$ cat config.mk
export PLATFORM = sky130hd
export DESIGN_NAME = gprmc_position_parser_top_flat
export DESIGN_NICKNAME = d
export VERILOG_FILES = /design/src/design/gpp_pkg.sv /design/src/design/gpp_byte_if.sv /design/src/design/gpp_fix_if.sv /design/src/design/gpp_num_acc.sv /design/src/design/gpp_out_buf.sv /design/src/design/gprmc_position_parser_top.sv /design/src/flat_wrapper.sv
export SDC_FILE = /design/constraint.sdc
export NUM_CORES = 2
export LEC_CHECK = 0
export ABC_AREA = 1
export BUFFER_PORTS_ARGS = -buffer_cell sky130_fd_sc_hd__buf_4
export CORE_ASPECT_RATIO = 0.6
export CORE_MARGIN = 2
export CORE_UTILIZATION = 53
export DETAILED_ROUTE_END_ITERATION = 8
export GPL_TIMING_DRIVEN = 1
export PLACE_DENSITY = 0.73
export SLEW_MARGIN = 20
export SYNTH_ARGS = -nofsm -noshare
export SYNTH_HDL_FRONTEND = slang
export SYNTH_SLANG_ARGS = --single-unit
$ cat constraint.sdc
create_clock -name clk -period 15.8 [get_ports clk]
set_input_delay 1.58 -clock clk [delete_from_list [all_inputs] [get_ports clk]]
set_output_delay 1.58 -clock clk [all_outputs]
set_load 0.01 [all_outputs]
$ cat src/design/gpp_pkg.sv
// Shared types, character codes and decimal tables for the GPRMC position parser.
package gpp_pkg;

    localparam int VALUE_W  = 34;
    localparam int FCNT_W   = 4;
    localparam int HDR_LEN  = 7;
    localparam int POW_W    = 27;
    localparam int LOW_W    = 30;

    localparam logic [VALUE_W-1:0] VALUE_MAX = 34'd9999999999;

    localparam logic [7:0] CH_DOLLAR = 8'h24;
    localparam logic [7:0] CH_G      = 8'h47;
    localparam logic [7:0] CH_P      = 8'h50;
    localparam logic [7:0] CH_R      = 8'h52;
    localparam logic [7:0] CH_M      = 8'h4D;
    localparam logic [7:0] CH_C      = 8'h43;
    localparam logic [7:0] CH_COMMA  = 8'h2C;
    localparam logic [7:0] CH_V      = 8'h56;
    localparam logic [7:0] CH_POINT  = 8'h2E;
    localparam logic [7:0] CH_ZERO   = 8'h30;
    localparam logic [7:0] CH_NINE   = 8'h39;

    localparam logic [1:0] ST_NONE  = 2'd0;
    localparam logic [1:0] ST_VALID = 2'd1;
    localparam logic [1:0] ST_NEVER = 2'd2;
    localparam logic [1:0] ST_STALE = 2'd3;

    typedef enum logic [2:0] {
        PH_HEADER  = 3'd0,
        PH_TIME    = 3'd1,
        PH_STATUS  = 3'd2,
        PH_LAT     = 3'd3,
        PH_LAT_HEM = 3'd4,
        PH_LON     = 3'd5,
        PH_LON_HEM = 3'd6
    } phase_t;

    typedef struct packed {
        logic clear;
        logic feed;
    } num_ctrl_t;

    typedef struct packed {
        logic [1:0]         status;
        logic [VALUE_W-1:0] lat;
        logic [7:0]         lat_hem;
        logic [VALUE_W-1:0] lon;
        logic [7:0]         lon_hem;
    } fix_t;

    function automatic logic [7:0] hdr_byte(input logic [2:0] idx);
        logic [7:0] b;
        case (idx)
            3'd0:    b = CH_DOLLAR;
            3'd1:    b = CH_G;
            3'd2:    b = CH_P;
            3'd3:    b = CH_R;
            3'd4:    b = CH_M;
            3'd5:    b = CH_C;
            3'd6:    b = CH_COMMA;
            default: b = 8'h00;
        endcase
        return b;
    endfunction

    function automatic logic [POW_W-1:0] pow10(input logic [FCNT_W-1:0] k);
        logic [POW_W-1:0] p;
        case (k)
            4'd0:    p = 27'd1;
            4'd1:    p = 27'd10;
            4'd2:    p = 27'd100;
            4'd3:    p = 27'd1000;
            4'd4:    p = 27'd10000;
            4'd5:    p = 27'd100000;
            4'd6:    p = 27'd1000000;
            4'd7:    p = 27'd10000000;
            4'd8:    p = 27'd100000000;
            default: p = 27'd1;
        endcase
        return p;
    endfunction

    // Largest value that still fits below VALUE_MAX after scaling by 10^k.
    function automatic logic [VALUE_W-1:0] limit10(input logic [FCNT_W-1:0] k);
        logic [VALUE_W-1:0] l;
        case (k)
            4'd0:    l = 34'd9999999999;
            4'd1:    l = 34'd999999999;
            4'd2:    l = 34'd99999999;
            4'd3:    l = 34'd9999999;
            4'd4:    l = 34'd999999;
            4'd5:    l = 34'd99999;
            4'd6:    l = 34'd9999;
            4'd7:    l = 34'd999;
            4'd8:    l = 34'd99;
            default: l = 34'd9999999999;
        endcase
        return l;
    endfunction

endpackage

$ cat src/design/gpp_byte_if.sv
// Byte stream channel: valid, ready and one NMEA character.
interface gpp_byte_if;
    logic       valid;
    logic       ready;
    logic [7:0] in_byte;

    modport source (output valid, output in_byte, input ready);
    modport sink   (input valid, input in_byte, output ready);
endinterface

$ cat src/design/gpp_fix_if.sv
// Fix result channel: valid, ready and the parsed position fields.
interface gpp_fix_if;
    logic        valid;
    logic        ready;
    logic [1:0]  fix_status;
    logic [33:0] latitude_scaled;
    logic [7:0]  latitude_hemisphere;
    logic [33:0] longitude_scaled;
    logic [7:0]  longitude_hemisphere;

    modport source (output valid, output fix_status, output latitude_scaled,
                    output latitude_hemisphere, output longitude_scaled,
                    output longitude_hemisphere, input ready);
    modport sink   (input valid, input fix_status, input latitude_scaled,
                    input latitude_hemisphere, input longitude_scaled,
                    input longitude_hemisphere, output ready);
endinterface

$ cat src/design/gpp_num_acc.sv
// Decimal field accumulator with saturation and fixed-point scaling.
module gpp_num_acc
    import gpp_pkg::*;
#(
    parameter int FRAC_DIGITS = 5
) (
    input  logic               clk,
    input  logic               rst_n,
    input  num_ctrl_t          ctrl,
    input  logic [7:0]         char_in,
    output logic [VALUE_W-1:0] value
);

    logic [VALUE_W-1:0] acc_reg, acc_next;
    logic               point_reg, point_next;
    logic [FCNT_W-1:0]  fcnt_reg, fcnt_next;
    logic               stop_reg, stop_next;

    logic                 is_digit;
    logic [VALUE_W+3:0]   times_ten;
    logic [FCNT_W-1:0]    shift_k;
    logic [LOW_W+POW_W-1:0] product;

    assign is_digit  = (char_in >= CH_ZERO) && (char_in <= CH_NINE);
    assign times_ten = {1'b0, acc_reg, 3'b000} + {3'b000, acc_reg, 1'b0}
                     + {(VALUE_W - 4)'(0), (char_in - CH_ZERO)};

    always_comb
    begin
        acc_next   = acc_reg;
        point_next = point_reg;
        fcnt_next  = fcnt_reg;
        stop_next  = stop_reg;
        if (ctrl.clear)
        begin
            acc_next   = '0;
            point_next = 1'b0;
            fcnt_next  = '0;
            stop_next  = 1'b0;
        end
        else if (ctrl.feed && !stop_reg)
        begin
            if (is_digit)
            begin
                // drop digits past the kept fraction width
                if (!point_reg || (fcnt_reg < FCNT_W'(FRAC_DIGITS)))
                begin
                    if (point_reg)
                        fcnt_next = fcnt_reg + 1'b1;
                    acc_next = (times_ten > {4'b0000, VALUE_MAX}) ? VALUE_MAX
                             : times_ten[VALUE_W-1:0];
                end
            end
            else if ((char_in == CH_POINT) && !point_reg)
                point_next = 1'b1;
            else
                stop_next = 1'b1;
        end
    end

    always_ff @(posedge clk or negedge rst_n)
    begin
        if (!rst_n)
        begin
            acc_reg   <= '0;
            point_reg <= 1'b0;
            fcnt_reg  <= '0;
            stop_reg  <= 1'b0;
        end
        else
        begin
            acc_reg   <= acc_next;
            point_reg <= point_next;
            fcnt_reg  <= fcnt_next;
            stop_reg  <= stop_next;
        end
    end

    // Scale by the missing fraction digits; below the limit the value fits LOW_W bits.
    assign shift_k = FCNT_W'(FRAC_DIGITS) - fcnt_reg;
    assign product = acc_reg[LOW_W-1:0] * pow10(shift_k);

    always_comb
    begin
        if (shift_k == '0)
            value = acc_reg;
        else if (acc_reg > limit10(shift_k))
            value = VALUE_MAX;
        else
            value = product[VALUE_W-1:0];
    end

endmodule

$ cat src/design/gpp_out_buf.sv
// Two-entry result buffer: output register plus skid register.
module gpp_out_buf
    import gpp_pkg::*;
(
    input  logic clk,
    input  logic rst_n,
    input  logic push,
    input  fix_t push_data,
    output logic space,
    output logic out_valid,
    input  logic out_ready,
    output fix_t out_data
);

    logic main_valid_reg, main_valid_next;
    logic skid_valid_reg, skid_valid_next;
    fix_t main_reg, main_next;
    fix_t skid_reg, skid_next;
    logic pop;

    assign pop       = main_valid_reg && out_ready;
    assign space     = !skid_valid_reg;
    assign out_valid = main_valid_reg;
    assign out_data  = main_reg;

    always_comb
    begin
        main_valid_next = main_valid_reg;
        skid_valid_next = skid_valid_reg;
        main_next       = main_reg;
        skid_next       = skid_reg;
        if (skid_valid_reg)
        begin
            if (pop)
            begin
                main_next       = skid_reg;
                skid_valid_next = 1'b0;
            end
        end
        else if (push)
        begin
            if (main_valid_reg && !pop)
            begin
                skid_next       = push_data;
                skid_valid_next = 1'b1;
            end
            else
            begin
                main_next       = push_data;
                main_valid_next = 1'b1;
            end
        end
        else if (pop)
            main_valid_next = 1'b0;
    end

    always_ff @(posedge clk or negedge rst_n)
    begin
        if (!rst_n)
        begin
            main_valid_reg <= 1'b0;
            skid_valid_reg <= 1'b0;
        end
        else
        begin
            main_valid_reg <= main_valid_next;
            skid_valid_reg <= skid_valid_next;
        end
    end

    always_ff @(posedge clk)
    begin
        main_reg <= main_next;
        skid_reg <= skid_next;
    end

endmodule

$ cat src/design/gprmc_position_parser_top.sv
// Top level of the streaming GPRMC position parser.
// A result item is registered into the output buffer on the byte that completes it.
// Throughput: one byte per cycle while ready is high; the phase register follows every accepted
// byte, the number accumulator the latitude and longitude bytes, and results collect in a two-entry output buffer.
// Ready drops only while both output entries hold untaken results.
// Reset (rst_n low, asynchronous) returns to header search and clears all state but the output buffer data registers.
module gprmc_position_parser_top
    import gpp_pkg::*;
#(
    parameter int FRAC_DIGITS = 5
) (
    input  logic        clk,
    input  logic        rst_n,
    gpp_byte_if.sink    nmea,
    gpp_fix_if.source   fix
);

    // Parser control state
    phase_t      phase_reg, phase_next;
    logic [2:0]  hdr_cnt_reg, hdr_cnt_next;
    logic [1:0]  sticky_reg, sticky_next;
    logic [7:0]  prev_reg;

    // Held fields of the sentence in progress
    logic [VALUE_W-1:0] lat_hold_reg, lat_hold_next;
    logic [7:0]         lat_hem_reg, lat_hem_next;
    logic [VALUE_W-1:0] lon_hold_reg, lon_hold_next;

    logic               accept;
    logic [7:0]         c;
    num_ctrl_t          num_ctrl;
    logic [VALUE_W-1:0] num_value;
    logic               push;
    fix_t               push_data;
    logic               space;
    fix_t               out_data;

    assign c      = nmea.in_byte;
    assign accept = nmea.valid && nmea.ready;
    assign nmea.ready = space;

    // Next phase and header match count
    always_comb
    begin
        phase_next   = phase_reg;
        hdr_cnt_next = hdr_cnt_reg;
        if (accept)
        begin
            unique case (phase_reg)
                PH_HEADER:
                begin
                    if (c == hdr_byte(hdr_cnt_reg))
                    begin
                        if (hdr_cnt_reg == 3'(HDR_LEN - 1))
                        begin
                            hdr_cnt_next = '0;
                            phase_next   = PH_TIME;
                        end
                        else
                            hdr_cnt_next = hdr_cnt_reg + 1'b1;
                    end
                    else
                        hdr_cnt_next = '0;
                end
                PH_TIME:
                    if (c == CH_COMMA)
                        phase_next = PH_STATUS;
                PH_STATUS:
                begin
                    if (c == CH_V)
                        phase_next = PH_HEADER;
                    else if (c == CH_COMMA)
                        phase_next = PH_LAT;
                end
                PH_LAT:
                    if (c == CH_COMMA)
                        phase_next = PH_LAT_HEM;
                PH_LAT_HEM:
                    if (c == CH_COMMA)
                        phase_next = PH_LON;
                PH_LON:
                    if (c == CH_COMMA)
                        phase_next = PH_LON_HEM;
                PH_LON_HEM:
                    if (c == CH_COMMA)
                        phase_next = PH_HEADER;
                default:
                    phase_next = PH_HEADER;
            endcase
        end
    end

    // Accumulator control, field holds, sticky status and result push
    always_comb
    begin
        num_ctrl      = '0;
        lat_hold_next = lat_hold_reg;
        lat_hem_next  = lat_hem_reg;
        lon_hold_next = lon_hold_reg;
        sticky_next   = sticky_reg;
        push          = 1'b0;
        push_data     = '0;
        if (accept)
        begin
            unique case (phase_reg)
                PH_STATUS:
                begin
                    if (c == CH_V)
                    begin
                        // never aligned before, or stale after a good fix
                        if (sticky_reg == ST_NONE)
                            sticky_next = ST_NEVER;
                        else if (sticky_reg == ST_VALID)
                            sticky_next = ST_STALE;
                        push             = 1'b1;
                        push_data.status = (sticky_reg == ST_NONE)  ? ST_NEVER :
                                           (sticky_reg == ST_VALID) ? ST_STALE :
                                           sticky_reg;
                    end
                    else if (c == CH_COMMA)
                        num_ctrl.clear = 1'b1;
                end
                PH_LAT:
                begin
                    if (c == CH_COMMA)
                        lat_hold_next = num_value;
                    else
                        num_ctrl.feed = 1'b1;
                end
                PH_LAT_HEM:
                begin
                    if (c == CH_COMMA)
                    begin
                        lat_hem_next   = prev_reg;
                        num_ctrl.clear = 1'b1;
                    end
                end
                PH_LON:
                begin
                    if (c == CH_COMMA)
                        lon_hold_next = num_value;
                    else
                        num_ctrl.feed = 1'b1;
                end
                PH_LON_HEM:
                begin
                    if (c == CH_COMMA)
                    begin
                        sticky_next       = ST_VALID;
                        push              = 1'b1;
                        push_data.status  = ST_VALID;
                        push_data.lat     = lat_hold_reg;
                        push_data.lat_hem = lat_hem_reg;
                        push_data.lon     = lon_hold_reg;
                        push_data.lon_hem = prev_reg;
                    end
                end
                default:
                begin
                end
            endcase
        end
    end

    always_ff @(posedge clk or negedge rst_n)
    begin
        if (!rst_n)
        begin
            phase_reg    <= PH_HEADER;
            hdr_cnt_reg  <= '0;
            sticky_reg   <= ST_NONE;
            prev_reg     <= '0;
            lat_hold_reg <= '0;
            lat_hem_reg  <= '0;
            lon_hold_reg <= '0;
        end
        else
        begin
            phase_reg    <= phase_next;
            hdr_cnt_reg  <= hdr_cnt_next;
            sticky_reg   <= sticky_next;
            lat_hold_reg <= lat_hold_next;
            lat_hem_reg  <= lat_hem_next;
            lon_hold_reg <= lon_hold_next;
            // track the last byte for the hemisphere fields
            if (accept)
                prev_reg <= c;
        end
    end

    gpp_num_acc #(
        .FRAC_DIGITS (FRAC_DIGITS)
    ) u_num_acc (
        .clk     (clk),
        .rst_n   (rst_n),
        .ctrl    (num_ctrl),
        .char_in (c),
        .value   (num_value)
    );

    gpp_out_buf u_out_buf (
        .clk       (clk),
        .rst_n     (rst_n),
        .push      (push),
        .push_data (push_data),
        .space     (space),
        .out_valid (fix.valid),
        .out_ready (fix.ready),
        .out_data  (out_data)
    );

    assign fix.fix_status           = out_data.status;
    assign fix.latitude_scaled      = out_data.lat;
    assign fix.latitude_hemisphere  = out_data.lat_hem;
    assign fix.longitude_scaled     = out_data.lon;
    assign fix.longitude_hemisphere = out_data.lon_hem;

endmodule

$ cat src/flat_wrapper.sv
// flat-port wrapper written by rule: the top's interface ports become plain ports
module gprmc_position_parser_top_flat import gpp_pkg::*;
#(
    parameter int FRAC_DIGITS = 5
)
  (clk, rst_n, nmea_valid, nmea_in_byte, nmea_ready, fix_valid, fix_fix_status, fix_latitude_scaled, fix_latitude_hemisphere, fix_longitude_scaled, fix_longitude_hemisphere, fix_ready);
  gpp_byte_if nmea_i ();
  gpp_fix_if fix_i ();
  input  logic clk;
  input  logic rst_n;
  input wire logic [$bits(nmea_i.valid)-1:0] nmea_valid;
  input wire logic [$bits(nmea_i.in_byte)-1:0] nmea_in_byte;
  output wire logic [$bits(nmea_i.ready)-1:0] nmea_ready;
  output wire logic [$bits(fix_i.valid)-1:0] fix_valid;
  output wire logic [$bits(fix_i.fix_status)-1:0] fix_fix_status;
  output wire logic [$bits(fix_i.latitude_scaled)-1:0] fix_latitude_scaled;
  output wire logic [$bits(fix_i.latitude_hemisphere)-1:0] fix_latitude_hemisphere;
  output wire logic [$bits(fix_i.longitude_scaled)-1:0] fix_longitude_scaled;
  output wire logic [$bits(fix_i.longitude_hemisphere)-1:0] fix_longitude_hemisphere;
  input wire logic [$bits(fix_i.ready)-1:0] fix_ready;
  assign nmea_i.valid = nmea_valid;
  assign nmea_i.in_byte = nmea_in_byte;
  assign nmea_ready = nmea_i.ready;
  assign fix_valid = fix_i.valid;
  assign fix_fix_status = fix_i.fix_status;
  assign fix_latitude_scaled = fix_i.latitude_scaled;
  assign fix_latitude_hemisphere = fix_i.latitude_hemisphere;
  assign fix_longitude_scaled = fix_i.longitude_scaled;
  assign fix_longitude_hemisphere = fix_i.longitude_hemisphere;
  assign fix_i.ready = fix_ready;
  gprmc_position_parser_top #(.FRAC_DIGITS(FRAC_DIGITS)) u_core (.clk(clk), .rst_n(rst_n), .nmea(nmea_i), .fix(fix_i));
endmodule
==> reports/metrics.cfg <==
[status]
status = completed

[yosys]
syn_nets = 4791
netlist_area_um2 = 33400
synth_flop_cell = edfxtp_1
avgSynthCellArea_um2 = 8.139
synth_edf_count = 172
synth_top_area_cell = fa_1
synth_cells = 4104
ys_seq_elements = 305
synth.top_cell.area_share = 0.2535
synth.area.top_cells = fa_1 (25%), edfxtp_1 (15%), inv_1 (10%)
ys_seq_area_frac = 0.2543
async_flop_share = 0.4361
ys_types = 50
synth_warnings = 0
yosys-top-cells-count = inv_1 (925), nand2_1 (877), nor2_1 (467)
yosysMostFrequentCell = inv_1

[clock_network]
cts_tree = yes
clkTransAtPathRegs_ps = 70
clock_latency_ps = 630
numCtsBuffers = 30
post_cts_resized = 0
cts-htree-levels = 1
cts_setup_buffers = 0
cts_buffer_depth = 3
holdBufCountCts = 0
cts.sinks = 305
clockRootBuffer = clkbuf_16

[finish]
nets = 4850
diodes = 0
nFillCells = 5687
final_cell_count_no_fill = 5026
drive_gt1_frac = 0.06663
final_area_um2 = 36180
area_delta_synth_final_pct = 8.316

[timing]
tns_ps = 0
slew_headroom = 0.2512
rsz0062_at_grt = no
finalCritPeriodShare = 0.6444
finalMaxSlewViolations = 0
timing.fmax_mhz = 98.21
worst_slew_pin_slew_ps = 1120
period_minus_slack_ps = 10180
setup-violations-final = 0
report.final.hold_viol_count = 0
skew_ps = 57.12

[global_routing]
grt_pass1_wl_mm = 160.7
grt_pass1_vias = 26850
grtUsageTotal = 0.3292
grt_max_degree = 99
antenna_found_initial = 1
grt-ovfl-total = 0

[floorplan]
rows = 71
start_util = 0.5348
die_x_um = 328.1
die_h_um = 198.5
core_um2 = 62450
die_area_um2 = 65110
ios = 100

[worst_hold_path]
hp-class = reg2reg

[critical_path]
worstSetupPathType = reg2reg
path_common_cell = inv_1
end_kind = flop
cp_data_required_time_ps = 16260
crit_buf_inv = 11
crit_path_max_fanout = 13
cp_slowest_stage_delay_ps = 730
cp-start-kind = flop
cp_top_family = adder cells
crit_slowest_cell = nor3_1
crit_arrival_ps = 10640

[power]
switchingPower_mw = 0.3545
p_int_mw = 1.270
switching_share = 0.2182
seq_power_share = 0.514
ir_drop_v = 0.00007479
power.density_nw_per_um2 = 44.90
p_comb_frac = 0.014
clock_power_share = 0.473
p_leak_nw = 18.47

[placed_design]
dp_cells = 4970
dp.final_hpwl_mm = 83.42
io_buffer_count = 99
place.gp.congestion = 1.069
post_dp_cell_area_um2 = 35130

[route]
wirelength_mm = 104.3
drc = 0
viasPerCell = 5.487
num_vias = 27580
ant_nets = 0
firstDrtPassIters = 7
wl_per_cell_um = 20.75
drt-initial-drc-count = 3175

[job]
maxCapViolations = 0

-- layer usage --
| layer | routed length, µm | track usage | part of all wire |
|---|---|---|---|
| met2 | 39310 | 0.4316 | 0.38 |
| met1 | 46560 | 0.5014 | 0.45 |
| met5 | 96 | 0.009745 | 0.00092 |
| met3 | 15970 | 0.1406 | 0.15 |
| met4 | 2330 | 0.05844 | 0.022 |
-- worst paths after layout --
check                                                         start                                      end  slack (ps)  depth (start not counted)
max                        u_core.u_num_acc.fcnt_reg[1]$_DFFE_PN0P_      u_core.lon_hold_reg[30]$_DFFE_PN0P_        5620                         35
min reg2reg                        u_core.sticky_reg[0]$_DFFE_PN0P_         u_core.sticky_reg[0]$_DFFE_PN0P_         480                          1
min                                u_core.sticky_reg[0]$_DFFE_PN0P_         u_core.sticky_reg[0]$_DFFE_PN0P_         480                          1
min in group asynchronous                                     rst_n  u_core.u_num_acc.acc_reg[7]$_DFFE_PN0P_         950                          1
max in group asynchronous                                     rst_n      u_core.lat_hold_reg[30]$_DFFE_PN0P_       13380                          2
max reg2reg                u_core.u_num_acc.fcnt_reg[1]$_DFFE_PN0P_      u_core.lon_hold_reg[30]$_DFFE_PN0P_        5620                         35
-- worst register-to-register path: cells and delay by family (launching register included) --
kind                     cells  cell delay (ps)
AO/OA/AOI/OAI                4              530
XOR/XNOR                     1              200
adder cells (fa/ha/maj)      9             4100
buffers and inverters       11             1620
flip-flops                   1              540
AND/OR/NAND/NOR             10             3030
-- placed cells by master, fill, tap and decap left out, types with 3 or more instances in the layout --
| cell | instances |
|---|---|
| o22ai_1 | 29 |
| nand3_2 | 15 |
| ha_1 | 252 |
| edfxtp_1 | 172 |
| nand2_1 | 877 |
| inv_1 | 925 |
| o21ai_0 | 220 |
| a21oi_1 | 94 |
| fa_1 | 423 |
| nor2_1 | 464 |
| nor4_1 | 9 |
| inv_6 | 3 |
| o21ai_2 | 10 |
| a31oi_1 | 5 |
| o211ai_1 | 12 |
| clkinv_1 | 17 |
| xnor2_1 | 23 |
| o21ai_1 | 11 |
| o21bai_1 | 17 |
| nand3_1 | 123 |
| nor2_2 | 7 |
| or2_2 | 5 |
| bufinv_16 | 4 |
| nor2_4 | 3 |
| nand2_2 | 15 |
| nand4_1 | 26 |
| xor2_1 | 28 |
| buf_4 | 155 |
| clkbuf_1 | 3 |
| o21a_1 | 5 |
| inv_2 | 6 |
| clkbuf_16 | 30 |
| nor3_1 | 15 |
| a21oi_2 | 4 |
| a21o_1 | 3 |
| nand3b_1 | 7 |
| clkinv_2 | 7 |
| o31ai_1 | 3 |
| dfrtp_1 | 132 |
| a21boi_0 | 4 |
-- kinds of logic after synthesis --
logic type                 share of synthesized area
buffers and inverters                         0.1225
and+or+nand+nor                               0.1909
xor gates and xnor gates                     0.01337
AOI/OAI and AO/OA                            0.07110
DFF                                           0.2543
adders and majority gates                     0.3479
-- cell type report --
| type | count | area [µm²] | share of cell area |
|---|---|---|---|
| Multi-Input combinational cell | 2724 | 20860 | 0.5766 |
| Sequential cell | 305 | 8494 | 0.2348 |
| Inverter | 946 | 3553 | 0.09822 |
| Timing Repair Buffer | 156 | 1175 | 0.03247 |
| Tap cell | 839 | 1050 | 0.02902 |
| Clock buffer | 35 | 789.5 | 0.02182 |
| Clock inverter | 21 | 257.7 | 0.007124 |
-- power by group through the flow --
stage	sequential [mW]	clock [mW]	combinational, mW
after global routing	0.834	0.809	0.0256
after floorplan	0.851	0	0.00911
final	0.834	0.768	0.0225
after detailed placement	0.851	0	0.0231
after global placement	0.851	0	0.0227
after CTS	0.834	0.778	0.0231
-- per-stage QoR --
step	total power [mW]	util	worst slack (ps)	hold slack, ps
after floorplan	0.8599	-	8367	440.3
after global placement	0.8734	0.5625	6201	462.1
after detailed placement	0.8737	0.5625	6195	455.8
after CTS	1.635	0.5793	6122	479.8
after global routing	1.669	0.5793	5311	511.5
final	1.624	0.5793	5618	482.4
(Power assumes the default switching activity.)
